$ cat src/hdl/cel_pkg.sv
// Shared types, register indexes, status codes and constants of the code entry lockout controller.
`timescale 1ns / 1ps

package cel_pkg;

   // Field widths of the channels and the configuration port.
   localparam int CODE_W_MAX   = 64;
   localparam int LEN_W        = 4;
   localparam int STATUS_W     = 3;
   localparam int SECONDS_W    = 11;
   localparam int COUNT_W      = 4;
   localparam int TICKS_W      = 20;
   localparam int ELAPSED_W    = 21;
   localparam int CSR_IDX_W    = 3;
   localparam int CSR_DATA_W   = 64;

   localparam int CODE_CHARS_DEFAULT = 8;

   typedef logic [STATUS_W-1:0]  status_type;
   typedef logic [CSR_IDX_W-1:0] csr_index_type;
   typedef logic [COUNT_W-1:0]   count_type;
   typedef logic [TICKS_W-1:0]   ticks_type;
   typedef logic [ELAPSED_W-1:0] elapsed_type;

   // Result status codes.
   localparam status_type ST_TICK        = 3'd0;
   localparam status_type ST_GRANTED     = 3'd1;
   localparam status_type ST_DENIED      = 3'd2;
   localparam status_type ST_DENIED_SOFT = 3'd3;
   localparam status_type ST_DENIED_HARD = 3'd4;
   localparam status_type ST_HARD_LOCKED = 3'd5;
   localparam status_type ST_SOFT_LOCKED = 3'd6;

   // Configuration register indexes.
   localparam csr_index_type REG_STORED_CODE     = 3'd0;
   localparam csr_index_type REG_STORED_LENGTH   = 3'd1;
   localparam csr_index_type REG_SOFT_FAIL_LIMIT = 3'd2;
   localparam csr_index_type REG_HARD_FAIL_LIMIT = 3'd3;
   localparam csr_index_type REG_SOFT_LOCK_TICKS = 3'd4;
   localparam csr_index_type REG_HARD_LOCK_TICKS = 3'd5;

   // Reset values of the configuration registers.
   localparam count_type SOFT_LIMIT_RESET = 4'd3;
   localparam count_type HARD_LIMIT_RESET = 4'd9;
   localparam ticks_type SOFT_TICKS_RESET = 20'd30000;
   localparam ticks_type HARD_TICKS_RESET = 20'd300000;

   localparam count_type   COUNT_MAX   = '1;
   localparam elapsed_type ELAPSED_MAX = '1;

   // Division by 1000 ticks per second: q = (d * DIV_RECIP) >> DIV_SHIFT is exact
   // for every d below 2**20.
   localparam int             DIV_SHIFT = 30;
   localparam int             PROD_W    = 41;
   localparam logic [20:0]    DIV_RECIP = 21'd1073742;

endpackage

$ cat src/hdl/cel_req_if.sv
// Input channel of the lockout controller: valid, ready and one tick or code attempt.
`timescale 1ns / 1ps

interface cel_req_if;
   import cel_pkg::*;

   logic                  valid;
   logic                  ready;
   logic                  action;
   logic [CODE_W_MAX-1:0] entered_code;
   logic [LEN_W-1:0]      entered_length;

   modport source (output valid, output action, output entered_code,
                   output entered_length, input ready);
   modport sink   (input valid, input action, input entered_code,
                   input entered_length, output ready);
endinterface

$ cat src/hdl/cel_rsp_if.sv
// Result channel of the lockout controller: valid, ready and one result item.
`timescale 1ns / 1ps

interface cel_rsp_if;
   import cel_pkg::*;

   logic                 valid;
   logic                 ready;
   status_type           status;
   logic [SECONDS_W-1:0] remaining_seconds;
   logic                 soft_locked;
   logic                 hard_locked;
   logic                 granted_light;

   modport source (output valid, output status, output remaining_seconds,
                   output soft_locked, output hard_locked, output granted_light,
                   input ready);
   modport sink   (input valid, input status, input remaining_seconds,
                   input soft_locked, input hard_locked, input granted_light,
                   output ready);
endinterface

$ cat src/hdl/code_entry_lockout_controller.sv
// Top level of the code entry lockout controller: lock state, code compare and result pipeline.
`timescale 1ns / 1ps
// Pipeline: two register stages, stage A and the result register, where a result is offered.
// Throughput: one item per cycle unless the result channel stalls; stage A takes the state
// update and code compare, the result register the seconds calculation (multiply by a
// reciprocal of 1000). Each stage holds while its successor is full, so up to two results
// can be in flight.
// Reset (synchronous, active high) clears the lock state, the counts and both
// pipeline stages, and returns every configuration register to its default.

module code_entry_lockout_controller #(
   parameter int CODE_CHARS = cel_pkg::CODE_CHARS_DEFAULT
) (
   input  logic                               clock,
   input  logic                               reset,
   cel_req_if.sink                            req_port,
   cel_rsp_if.source                          rsp_port,
   input  logic                               csr_we,
   input  cel_pkg::csr_index_type             csr_index,
   input  logic [cel_pkg::CSR_DATA_W-1:0]     csr_wdata
);
   import cel_pkg::*;

   localparam int CODE_W = CODE_CHARS * 8;

   // ------------------------------------------------------------------
   // Configuration registers. The user must write them only while the block
   // is idle, as writes get no ordering against the item path; the block does
   // not enforce this. Indexes beyond the list are ignored.
   // ------------------------------------------------------------------
   logic [CODE_W-1:0] stored_code_ff;
   logic [LEN_W-1:0]  stored_length_ff;
   count_type         soft_limit_ff;
   count_type         hard_limit_ff;
   ticks_type         soft_ticks_ff;
   ticks_type         hard_ticks_ff;

   always_ff @(posedge clock) begin
      if (reset) begin
         stored_code_ff   <= '0;
         stored_length_ff <= '0;
         soft_limit_ff    <= SOFT_LIMIT_RESET;
         hard_limit_ff    <= HARD_LIMIT_RESET;
         soft_ticks_ff    <= SOFT_TICKS_RESET;
         hard_ticks_ff    <= HARD_TICKS_RESET;
      end else if (csr_we) begin
         unique case (csr_index)
            REG_STORED_CODE:     stored_code_ff   <= csr_wdata[CODE_W-1:0];
            REG_STORED_LENGTH:   stored_length_ff <= csr_wdata[LEN_W-1:0];
            REG_SOFT_FAIL_LIMIT: soft_limit_ff    <= csr_wdata[COUNT_W-1:0];
            REG_HARD_FAIL_LIMIT: hard_limit_ff    <= csr_wdata[COUNT_W-1:0];
            REG_SOFT_LOCK_TICKS: soft_ticks_ff    <= csr_wdata[TICKS_W-1:0];
            REG_HARD_LOCK_TICKS: hard_ticks_ff    <= csr_wdata[TICKS_W-1:0];
            default: ;
         endcase
      end
   end

   // ------------------------------------------------------------------
   // Pipeline handshake. Stage A holds the status, the lock flags and the
   // remaining lock ticks; the result register holds the finished item.
   // ------------------------------------------------------------------
   logic a_valid_ff;
   logic rsp_valid_ff;
   logic a_move;
   logic req_take;

   assign a_move         = a_valid_ff && (!rsp_valid_ff || rsp_port.ready);
   assign req_port.ready = !a_valid_ff || a_move;
   assign req_take       = req_port.valid && req_port.ready;

   // ------------------------------------------------------------------
   // Lock state.
   // ------------------------------------------------------------------
   logic        soft_active_ff, soft_active_in;
   logic        hard_active_ff, hard_active_in;
   count_type   soft_count_ff, soft_count_in;
   count_type   hard_count_ff, hard_count_in;
   elapsed_type soft_elapsed_ff, soft_elapsed_in;
   elapsed_type hard_elapsed_ff, hard_elapsed_in;
   logic        light_ff, light_in;

   // Code compare: the lengths must agree and stay within CODE_CHARS, and
   // every character below the length must match. Bytes above are ignored.
   logic [CODE_CHARS-1:0] char_ok;
   logic                  len_ok;
   logic                  code_match;

   always_comb begin
      for (int i = 0; i < CODE_CHARS; i++) begin
         char_ok[i] = (LEN_W'(i) >= req_port.entered_length) ||
                      (req_port.entered_code[i*8 +: 8] == stored_code_ff[i*8 +: 8]);
      end
   end

   assign len_ok     = (req_port.entered_length == stored_length_ff) &&
                       (req_port.entered_length <= LEN_W'(CODE_CHARS));
   assign code_match = len_ok && (&char_ok);

   // Saturating increments: the elapsed counts for the tick path, the fail counts for the miss path.
   count_type   soft_count_bump, hard_count_bump;
   elapsed_type soft_elapsed_bump, hard_elapsed_bump;

   assign soft_count_bump   = (soft_count_ff == COUNT_MAX) ? COUNT_MAX
                                                           : soft_count_ff + count_type'(1);
   assign hard_count_bump   = (hard_count_ff == COUNT_MAX) ? COUNT_MAX
                                                           : hard_count_ff + count_type'(1);
   assign soft_elapsed_bump = (soft_elapsed_ff == ELAPSED_MAX) ? ELAPSED_MAX
                                                : soft_elapsed_ff + elapsed_type'(1);
   assign hard_elapsed_bump = (hard_elapsed_ff == ELAPSED_MAX) ? ELAPSED_MAX
                                                : hard_elapsed_ff + elapsed_type'(1);

   // Remaining lock ticks, floored at zero when the lock length was lowered
   // below the time already spent.
   ticks_type soft_left, hard_left;

   assign soft_left = (soft_elapsed_ff >= {1'b0, soft_ticks_ff}) ? '0 :
                      soft_ticks_ff - soft_elapsed_ff[TICKS_W-1:0];
   assign hard_left = (hard_elapsed_ff >= {1'b0, hard_ticks_ff}) ? '0 :
                      hard_ticks_ff - hard_elapsed_ff[TICKS_W-1:0];

   status_type status_in;
   ticks_type  left_in;

   always_comb begin
      soft_active_in  = soft_active_ff;
      hard_active_in  = hard_active_ff;
      soft_count_in   = soft_count_ff;
      hard_count_in   = hard_count_ff;
      soft_elapsed_in = soft_elapsed_ff;
      hard_elapsed_in = hard_elapsed_ff;
      light_in        = light_ff;
      status_in       = ST_TICK;
      left_in         = '0;

      if (!req_port.action) begin
         // A tick ages each running lock; one that runs past its length ends
         // and takes its own fail count with it. The two locks are independent.
         if (hard_active_ff) begin
            hard_elapsed_in = hard_elapsed_bump;
            if (hard_elapsed_bump > {1'b0, hard_ticks_ff}) begin
               hard_active_in = 1'b0;
               hard_count_in  = '0;
            end
         end
         if (soft_active_ff) begin
            soft_elapsed_in = soft_elapsed_bump;
            if (soft_elapsed_bump > {1'b0, soft_ticks_ff}) begin
               soft_active_in = 1'b0;
               soft_count_in  = '0;
            end
         end
      end else begin
         // Every attempt puts the access indicator out; only a grant lights it.
         light_in = 1'b0;
         priority if (hard_active_ff) begin
            status_in = ST_HARD_LOCKED;
            left_in   = hard_left;
         end else if (soft_active_ff) begin
            status_in = ST_SOFT_LOCKED;
            left_in   = soft_left;
         end else if (code_match) begin
            status_in     = ST_GRANTED;
            light_in      = 1'b1;
            soft_count_in = '0;
            hard_count_in = '0;
         end else begin
            // A miss: the long lock takes precedence over the short one.
            soft_count_in = soft_count_bump;
            hard_count_in = hard_count_bump;
            priority if (hard_count_bump >= hard_limit_ff) begin
               status_in       = ST_DENIED_HARD;
               hard_elapsed_in = '0;
               hard_active_in  = 1'b1;
            end else if (soft_count_bump >= soft_limit_ff) begin
               status_in       = ST_DENIED_SOFT;
               soft_elapsed_in = '0;
               soft_active_in  = 1'b1;
            end else begin
               status_in = ST_DENIED;
            end
         end
      end
   end

   always_ff @(posedge clock) begin
      if (reset) begin
         soft_active_ff  <= 1'b0;
         hard_active_ff  <= 1'b0;
         soft_count_ff   <= '0;
         hard_count_ff   <= '0;
         soft_elapsed_ff <= '0;
         hard_elapsed_ff <= '0;
         light_ff        <= 1'b0;
      end else if (req_take) begin
         soft_active_ff  <= soft_active_in;
         hard_active_ff  <= hard_active_in;
         soft_count_ff   <= soft_count_in;
         hard_count_ff   <= hard_count_in;
         soft_elapsed_ff <= soft_elapsed_in;
         hard_elapsed_ff <= hard_elapsed_in;
         light_ff        <= light_in;
      end
   end

   // ------------------------------------------------------------------
   // Stage A: result of the state update, waiting for the seconds step.
   // ------------------------------------------------------------------
   status_type a_status_ff;
   ticks_type  a_left_ff;
   logic       a_soft_ff;
   logic       a_hard_ff;
   logic       a_light_ff;

   always_ff @(posedge clock) begin
      if (reset) begin
         a_valid_ff <= 1'b0;
      end else if (req_take) begin
         a_valid_ff <= 1'b1;
      end else if (a_move) begin
         a_valid_ff <= 1'b0;
      end
   end

   always_ff @(posedge clock) begin
      if (req_take) begin
         a_status_ff <= status_in;
         a_left_ff   <= left_in;
         a_soft_ff   <= soft_active_in;
         a_hard_ff   <= hard_active_in;
         a_light_ff  <= light_in;
      end
   end

   // ------------------------------------------------------------------
   // Result register. Whole seconds are the remaining ticks divided by
   // 1000, done as a multiply by a scaled reciprocal and a shift.
   // ------------------------------------------------------------------
   logic [PROD_W-1:0]    seconds_prod;
   logic [SECONDS_W-1:0] seconds_in;

   assign seconds_prod = PROD_W'(a_left_ff) * PROD_W'(DIV_RECIP);
   assign seconds_in   = seconds_prod[DIV_SHIFT +: SECONDS_W];

   status_type           rsp_status_ff;
   logic [SECONDS_W-1:0] rsp_seconds_ff;
   logic                 rsp_soft_ff;
   logic                 rsp_hard_ff;
   logic                 rsp_light_ff;

   always_ff @(posedge clock) begin
      if (reset) begin
         rsp_valid_ff <= 1'b0;
      end else if (a_move) begin
         rsp_valid_ff <= 1'b1;
      end else if (rsp_port.ready) begin
         rsp_valid_ff <= 1'b0;
      end
   end

   always_ff @(posedge clock) begin
      if (a_move) begin
         rsp_status_ff  <= a_status_ff;
         rsp_seconds_ff <= seconds_in;
         rsp_soft_ff    <= a_soft_ff;
         rsp_hard_ff    <= a_hard_ff;
         rsp_light_ff   <= a_light_ff;
      end
   end

   assign rsp_port.valid             = rsp_valid_ff;
   assign rsp_port.status            = rsp_status_ff;
   assign rsp_port.remaining_seconds = rsp_seconds_ff;
   assign rsp_port.soft_locked       = rsp_soft_ff;
   assign rsp_port.hard_locked       = rsp_hard_ff;
   assign rsp_port.granted_light     = rsp_light_ff;

endmodule
$ cat src/flat_wrapper.sv
// flat-port wrapper written by rule: the top's interface ports become plain ports
module code_entry_lockout_controller_flat import cel_pkg::*;
#(
   parameter int CODE_CHARS = cel_pkg::CODE_CHARS_DEFAULT
)
  (clock, reset, csr_we, csr_index, csr_wdata, req_port_valid, req_port_action, req_port_entered_code, req_port_entered_length, req_port_ready, rsp_port_valid, rsp_port_status, rsp_port_remaining_seconds, rsp_port_soft_locked, rsp_port_hard_locked, rsp_port_granted_light, rsp_port_ready);
  cel_req_if req_port_i ();
  cel_rsp_if rsp_port_i ();
  input  logic clock;
  input  logic reset;
  input  logic csr_we;
  input  cel_pkg::csr_index_type csr_index;
  input  logic [cel_pkg::CSR_DATA_W-1:0] csr_wdata;
  input wire logic [$bits(req_port_i.valid)-1:0] req_port_valid;
  input wire logic [$bits(req_port_i.action)-1:0] req_port_action;
  input wire logic [$bits(req_port_i.entered_code)-1:0] req_port_entered_code;
  input wire logic [$bits(req_port_i.entered_length)-1:0] req_port_entered_length;
  output wire logic [$bits(req_port_i.ready)-1:0] req_port_ready;
  output wire logic [$bits(rsp_port_i.valid)-1:0] rsp_port_valid;
  output wire logic [$bits(rsp_port_i.status)-1:0] rsp_port_status;
  output wire logic [$bits(rsp_port_i.remaining_seconds)-1:0] rsp_port_remaining_seconds;
  output wire logic [$bits(rsp_port_i.soft_locked)-1:0] rsp_port_soft_locked;
  output wire logic [$bits(rsp_port_i.hard_locked)-1:0] rsp_port_hard_locked;
  output wire logic [$bits(rsp_port_i.granted_light)-1:0] rsp_port_granted_light;
  input wire logic [$bits(rsp_port_i.ready)-1:0] rsp_port_ready;
  assign req_port_i.valid = req_port_valid;
  assign req_port_i.action = req_port_action;
  assign req_port_i.entered_code = req_port_entered_code;
  assign req_port_i.entered_length = req_port_entered_length;
  assign req_port_ready = req_port_i.ready;
  assign rsp_port_valid = rsp_port_i.valid;
  assign rsp_port_status = rsp_port_i.status;
  assign rsp_port_remaining_seconds = rsp_port_i.remaining_seconds;
  assign rsp_port_soft_locked = rsp_port_i.soft_locked;
  assign rsp_port_hard_locked = rsp_port_i.hard_locked;
  assign rsp_port_granted_light = rsp_port_i.granted_light;
  assign rsp_port_i.ready = rsp_port_ready;
  code_entry_lockout_controller #(.CODE_CHARS(CODE_CHARS)) u_core (.clock(clock), .reset(reset), .req_port(req_port_i), .rsp_port(rsp_port_i), .csr_we(csr_we), .csr_index(csr_index), .csr_wdata(csr_wdata));
endmodule
$ cat config.mk
export PLATFORM = sky130hd
export DESIGN_NAME = code_entry_lockout_controller_flat
export DESIGN_NICKNAME = d
export VERILOG_FILES = /design/src/hdl/cel_pkg.sv /design/src/hdl/cel_req_if.sv /design/src/hdl/cel_rsp_if.sv /design/src/hdl/code_entry_lockout_controller.sv /design/src/flat_wrapper.sv
export SDC_FILE = /design/constraint.sdc
export NUM_CORES = 1
export LEC_CHECK = 0
export ABC_AREA = 1
export BUFFER_PORTS_ARGS = -buffer_cell sky130_fd_sc_hd__buf_2
export CAP_MARGIN = 20
export CORE_UTILIZATION = 40
export CTS_CLUSTER_DIAMETER = 100
export DETAILED_ROUTE_END_ITERATION = 10
export HOLD_SLACK_MARGIN = 0.06
export PLACE_DENSITY = 0.58
export SLEW_MARGIN = 20
export SYNTH_ARGS = -nofsm -noshare
export SYNTH_HDL_FRONTEND = slang
export SYNTH_SLANG_ARGS = --single-unit
$ cat constraint.sdc
create_clock -name clock -period 6.6 [get_ports clock]
set_input_delay 0.66 -clock clock [delete_from_list [all_inputs] [get_ports clock]]
set_output_delay 0.66 -clock clock [all_outputs]
set_load 0.05 [all_outputs]
==> results of run 1 <==
worst paths after layout:
kind / from / end / slack [ps] / depth (start not counted)
worst min register to register: u_core.a_status_ff[2] / u_core.rsp_port.status[2] / 420 / 0
worst min-delay path: csr_wdata[41] / u_core.stored_code_ff[41] / 290 / 3
worst max-delay path: u_core.a_left_ff[2] / u_core.rsp_port.remaining_seconds[6] / 1190 / 21
worst max register to register: u_core.a_left_ff[2] / u_core.rsp_port.remaining_seconds[6] / 1190 / 21
report_power, final:
part | internal (mW) | switching, mW | total, mW | leakage (nW)
sequential | 1.41 | 0.0515 | 1.46 | 1.82
clock | 1.05 | 0.663 | 1.72 | 0.514
combinational | 1.03 | 1.82 | 2.86 | 8.58
total | 3.50 | 2.54 | 6.03 | 10.9
synth_stat cells, types with 8 or more instances:
| library cell | count | area share [%] |
|---|---|---|
| fa_1 | 87 | 8.8 |
| o211ai_1 | 19 | 0.72 |
| nand2_2 | 13 | 0.41 |
| or2_2 | 25 | 0.79 |
| ha_1 | 301 | 19 |
| nand2_1 | 463 | 8.8 |
| buf_2 | 10 | 0.25 |
| inv_1 | 417 | 7.9 |
| xnor2_1 | 47 | 2.1 |
| a21oi_1 | 234 | 5.9 |
| nor3_1 | 31 | 0.78 |
| o21ai_0 | 180 | 4.5 |
| nand3_2 | 8 | 0.40 |
| nand4_1 | 62 | 2.0 |
| clkbuf_1 | 48 | 0.91 |
| dfxtp_1 | 171 | 17 |
| nand3_1 | 86 | 2.2 |
| a21o_1 | 13 | 0.49 |
| nor4_1 | 9 | 0.28 |
| edfxtp_1 | 43 | 6.5 |
| o21ai_1 | 10 | 0.25 |
| xor2_1 | 47 | 2.1 |
| nor2_1 | 274 | 5.2 |
metal layers:
metal | global-route usage [%] | up-vias
met1 | 31.37 | 8453
met5 | 0 | -
met2 | 41.57 | 460
met3 | 3.214 | 95
met4 | 7.461 | 6
li1 | - | 8975
area by class of cell:
cell class	instances	area (um2)	share of cell area, %
diodes	1	2.502	0.01121
clock buffers	40	847.1	3.796
clock inverters	14	195.2	0.8746
inverters	423	1589	7.120
multi-input cells	1959	13240	59.35
flip-flops and latches	214	4715	21.13
well taps	664	830.8	3.723
repair buffers	171	893.4	4.003
cells by family after synthesis:
kind of cell / count (synthesis) / synth area share, %
AOI/OAI and AO/OA: 483 / 12.97
and+or+nand+nor: 993 / 21.74
DFF: 214 / 23.78
muxes: 1 / 0.05679
adders and majority gates: 388 / 27.78
buffers and inverters: 491 / 9.517
xor gates and xnor gates: 94 / 4.152
worst max-delay path: stages, from the launching register on:
cell and delay, ps:
edfxtp_1 520, ha_1 340, ha_1 190, inv_1 70, fa_1 530, inv_1 40
ha_1 310, fa_1 540, inv_1 60, fa_1 490, fa_1 520, inv_1 40
ha_1 320, nand2_1 130, inv_1 50, a21oi_1 150, o21ai_0 130, a21oi_1 140
nand2_1 90, a21oi_1 200, o21ai_0 130, xor2_1 160
layout by cell type (no fill, tap or decap), types with 9 or more instances in the layout:
master / count
o21ai_0: 180
nand4_1: 62
edfxtp_1: 43
a21oi_1: 233
o211ai_1: 19
inv_1: 415
nand3_2: 9
buf_4: 11
dfxtp_1: 171
o21ai_1: 10
nor4_1: 9
ha_1: 301
fa_1: 87
or2_2: 25
nand2_2: 13
clkbuf_16: 29
nand3_1: 85
xnor2_1: 47
a21o_1: 13
nand2_1: 463
buf_2: 159
nor3_1: 31
xor2_1: 47
nor2_1: 272
registers in the layout (all words and copies together), names as in the netlist, 3 cells and up:
signal                             flops
u_core.a_left_ff                      20
u_core.a_status_ff                     3
u_core.hard_elapsed_ff                21
u_core.soft_elapsed_ff                21
u_core.rsp_port.remaining_seconds     11
u_core.stored_code_ff                 64
u_core.soft_count_ff                   4
u_core.rsp_port.status                 3
u_core.soft_ticks_ff                  20
u_core.hard_count_ff                   4
u_core.hard_ticks_ff                  20
u_core.stored_length_ff                4
u_core.hard_limit_ff                   4
u_core.soft_limit_ff                   4
==> key figures, run 1 <==
Synth
  – Top FF cell, synth: dfxtp_1
  – Syn. warnings: 0
  – Seq/Total Area, Yosys: 23.78%
  – Gate Count Post-Synth: 2664
  – Post-synth EDFFs: 43
  – Mapped Nets: ~3200
  – FF+latch count, synth: 214
  – Area of the mapped netlist: 19830 um2
  – Synth cell types: 51
  – Mean post-synth cell area: about 7.4 um2
  – FFs w/ async S/R, synth: 0%

CTS
  – Htree depth: 1
  – Max clock buf depth: 3
  – CTS tree: built
  – Clock buffer count from CTS: 29
  – CTS root buf: clkbuf_16
  – Hold-fix buffers at CTS: 0
  – Post-CTS Setup Repair Bufs: 0
  – Worst skew pair latency: 590 ps
  – Post-CTS resize count: 0
  – Clock Pin Slew Worst Setup and Hold Paths: 60 ps
  – CTS Sinks: 214

GRT
  – Pin count of the biggest net entering global routing: 85
  – Grt total ovfl: 0
  – Gr usage total: 24.19%
  – Global-route wire length before repair: about 96000 um
  – Vias in the first global route: 18021
  – Initial antenna violation count: 5

Layout
  – Layout cell share with drive strength beyond 1: between 10% and 20%
  – Final instance area: 22320 um2
  – Final Non-Filler Cells: 3486
  – Layout Utilization: 45.59%
  – Area Growth Syn to Fin: 12.56%
  – Filler cells: 5028
  – Nets@finish: 3327

STA
  – Fin crit share: just over 80%
  – Worst Clk Skew: 16.66 ps
  – Worst Slack Setup Final: 1190 ps
  – Final Max Slew Viols: 0
  – RSZ-0062 raised after global routing: no
  – Slew margin rel.: 30.81%
  – Worst Tran Pin Value: about 1000 ps
  – Fmax: 184.8 MHz
  – Post-layout min period: 5410 ps
  – Final setup TNS: 0 ps
  – Setup violators final: 0
  – Hold Fails Final Rpt: 0
  – Hold slack final: 287.8 ps

Worst setup path
  – Worst EP arrival: 5730 ps
  – Critical Path Fanout Max: 6
  – Kind of critical path: flop to flop
  – Critical Path End Type: flop
  – CP startpoint kind: flop
  – Required time of the critical path: 6920 ps

Detailed routing
  – Via count: 17989
  – # DRC: 0
  – Post-route ant nets: 0
  – Met2 WL: 28050 um
  – 1st-pass router iterations: 5
  – Routed vias/inst: 5.160
  – Routed wl met3: roughly 3000 um
  – Highest Signal Layer: met5
  – DRT met1 WL: 27000 um
  – WL/cell: 17.22 um
  – Total detailed-routing wirelength: 60010 um
  – Starting DRT DRC Count: 1032

Die
  – Core ar.: 48950 um2
  – Overall die height: 224.6 um
  – Die Wd: 224.6 um
  – Die area: 50460 um2
  – # rows: 81
  – I/O pin cnt: between 150 and 200
  – Starting density of the core: between 40% and 50%

Power
  – Power per cell area: 270.4 nW/um2
  – Leak: 10.91 nW
  – Overall power: 6.035 mW
  – Peak VDD IR: just under 0.3 mV

Placement
  – RePlAce Congestion: 0.9195
  – Area post-placement: 21270 um2
  – Placed instance count: 3431
  – Post-Place Worst Slack: between 1000 and 1500 ps
  – HPWL after DPL: around 49000 um
  – Port Buf Inserts: 159

Hold path
  – Hold Path Class: input port to flop

Run
  – Total of max-cap violations: 0

Run status
  – Outcome: complete, no violations
No activity file was read; power rests on OpenSTA's default activity.
==> run 2: changes to the inputs <==
- clock period: 6.6 -> 5 ns (I/O delays scaled with it)
==> key figures, run 2 (synthesis gave the netlist of run 1 again) <==
Power
  – Peak VDD IR: around 0.54 mV
  – Leak: 11.39 nW
  – Clock power frac: 21.1%
  – Seq pwr share: 19.9%
  – Psw: 4.087 mW
  – Switching portion of total power: between 40% and 50%
  – Logic pwr share: 59.0%
  – Power per cell area: 405.2 nW/um2
  – Internal power: around 5.5 mW

GRT
  – Gr usage total: 24.71%
  – Grt total ovfl: 0
  – Vias in the first global route: 18182
  – Global-route wire length before repair: 97800 um
  – Initial antenna violation count: 6
  – Pin count of the biggest net entering global routing: 71

Worst setup path
  – CP most frequent cell: fa_1
  – Crit path cell chain: buf_6 > ha_4 > ha_4 > inv_4 > fa_2 > inv_2 > fa_1 > fa_1 > fa_1 > inv_2 > fa_1 > inv_2 > ha_4 > a21o_1 > a31oi_1 > o21ai_2 > a21oi_2 > nand2_2 > a21oi_2 > o21ai_1 > xor2_1
  – Max stage delay on crit path: 550 ps
  – Critical Path Fanout Max: 4
  – Critical Path End Type: flop
  – Required time of the critical path: 5310 ps
  – R2R depth: 21
  – Worst r2r dst: u_core.rsp_port.remaining_seconds[6]
  – CP Launch Point: u_core.a_left_ff[3]
  – CP startpoint kind: flop
  – Worst EP arrival: approximately 5300 ps
  – R2R Setup Slk: -30 ps
  – Critical-path top delay cell: fa_1
  – R2R Path Start: u_core.a_left_ff[3]
  – Kind of critical path: flop to flop

Detailed routing
  – Routed vias/inst: approximately 5.1
  – Total detailed-routing wirelength: 62730 um
  – Via count: 18507
  – Post-route ant nets: 0
  – 1st-pass router iterations: 5
  – # DRC: 0
  – WL/cell: about 17 um
  – Starting DRT DRC Count: 1203

STA
  – Final setup TNS: -31.26 ps
  – Worst Clk Skew: 55.58 ps
  – Post-layout min period: 5025 ps
  – Final Max Slew Viols: 0
  – Worst Tran Pin Value: 998.2 ps
  – RSZ-0062 raised after global routing: yes
  – Hold Fails Final Rpt: 0
  – Fin crit share: 100.5%
  – Setup violators final: 2
  – Fmax: 199.0 MHz
  – Slew margin rel.: 33.38%
  – Worst Slack Setup Final: -25.33 ps

Layout
  – Most frequent cells in the layout: nand2_1, inv_1, nor2_1, ha_1, a21oi_1
  – Most flop-heavy register: u_core.stored_code_ff
  – Area Growth Syn to Fin: 19.76%
  – Top Registers: u_core.stored_code_ff x64, u_core.hard_elapsed_ff x21, u_core.soft_elapsed_ff x21
  – Layout cell share with drive strength beyond 1: 17.51%
  – Max reg flops: 64
  – Nets@finish: 3436
  – Final Non-Filler Cells: 3597
  – Commonest non-fill, non-tap cell in the layout: nand2_1

CTS
  – CTS tree: built
  – CTS root buf: clkbuf_16
  – Worst skew pair latency: between 600 and 700 ps
  – Clock Pin Slew Worst Setup and Hold Paths: 60 ps
  – Htree depth: 1
  – CTS Sinks: 214
  – Max clock buf depth: 3
  – Clock buffer count from CTS: 28

Placement
  – Port Buf Inserts: 159
  – RePlAce Congestion: 0.9332
  – Placed instance count: 3514
  – HPWL after DPL: 49650 um

Hold path
  – Hold depth: 3
  – Hold Path Class: input port to flop
  – Min-delay src: csr_wdata[40]
  – Hold endpoint: u_core.stored_code_ff[40]

Die
  – Core ar.: between 40000 and 50000 um2
  – I/O pin cnt: 160
  – Overall die height: between 200 and 250 um
  – Starting density of the core: between 40 and 50%
  – # rows: 81
  – Die area: 50460 um2
  – Die Wd: 224.6 um

Run
  – Total of max-cap violations: 0

Run status
  – Failing checks: negative setup slack
  – Outcome: finished with violations
run 2: cell types whose count changed in the layout (fill, tap and decap cells not counted), moves of 19 or more:
| cell | delta |
|---|---|
| a21oi_1 | -19 |
| buf_4 | +103 |
| ha_1 | -39 |
| ha_4 | +36 |
| inv_1 | -21 |
| inv_2 | +20 |
run 2: worst max-delay path: cells and delay by family, from the launching register on:
kind,cells,cell delay (ps)
XOR/XNOR,1,150
flip-flops,1,470
buffers and inverters,5,360
AO/OA/AOI/OAI,6,790
adder cells (fa/ha/maj),8,2940
AND/OR/NAND/NOR,1,80
run 2: cell type report:
class / count / area (um2)
Fill cell: 4900 / 25210
Clock buffer: 36 / 780.7
Multi-Input combinational cell: 1959 / 13930
Clock inverter: 16 / 140.1
Timing Repair Buffer: 281 / 1742
Sequential cell: 214 / 4715
Antenna cell: 4 / 10.01
Inverter: 423 / 1592
Tap cell: 664 / 830.8
run 2: how the worst max path moves through the flow:
stage / endpoint / slack, ps
2_1_floorplan: u_core.rsp_port.remaining_seconds[6] / 30
3_3_place_gp: u_core.rsp_port.remaining_seconds[6] / -260
3_5_place_dp: u_core.rsp_port.remaining_seconds[6] / -340
4_1_cts: u_core.rsp_port.remaining_seconds[9] / 1
5_1_grt: u_core.rsp_port.remaining_seconds[6] / -210
6_report: u_core.rsp_port.remaining_seconds[6] / -30
run 2: power groups by stage:
| stage | clock network (mW) | registers (mW) | logic [mW] |
|---|---|---|---|
| 6_report | 2.03 | 1.92 | 5.68 |
| 5_1_grt | 2.13 | 1.92 | 6.29 |
| 4_1_cts | 2.06 | 1.92 | 4.85 |
| 3_5_place_dp | 0 | 1.95 | 4.29 |
| 3_3_place_gp | 0 | 1.95 | 4.30 |
| 2_1_floorplan | 0 | 2.00 | 2.67 |
run 2: metrics by stage:
step                instance area (um2)  power [mW]  util, %  hold slack (ps)  setup WS, ps
detailed placement                21890       6.247    44.73            410.2        -342.9
global placement                  21890       6.254    44.71            402.8        -262.2
CTS                               23250       8.829    47.49            85.06         1.351
global route                      23730       10.34    48.49            99.62        -207.0
floorplan                         19830       4.671        -            400.3         27.47
finish                            23740       9.621    48.51            105.4        -25.33
run 2: routing by layer:
metal  GRT usage, %  routed length (um)  up-vias
met5              0                  25        -
met4          7.834                2112        4
li1               -                   -     9201
met2          41.52               28960      538
met3          3.815                3524      100
met1          32.43               28110     8664
run 2: what timing repair did:
| action | CTS | global route |
|---|---|---|
| pin swaps | 50 | 52 |
| hold buffers | 0 | 0 |
| resized for setup | 62 | 82 |
| buffers inserted | 13 | 15 |
| setup endpoints to repair | 11 | 11 |
| gates cloned | 0 | 0 |
| hold endpoints to repair | 0 | 0 |
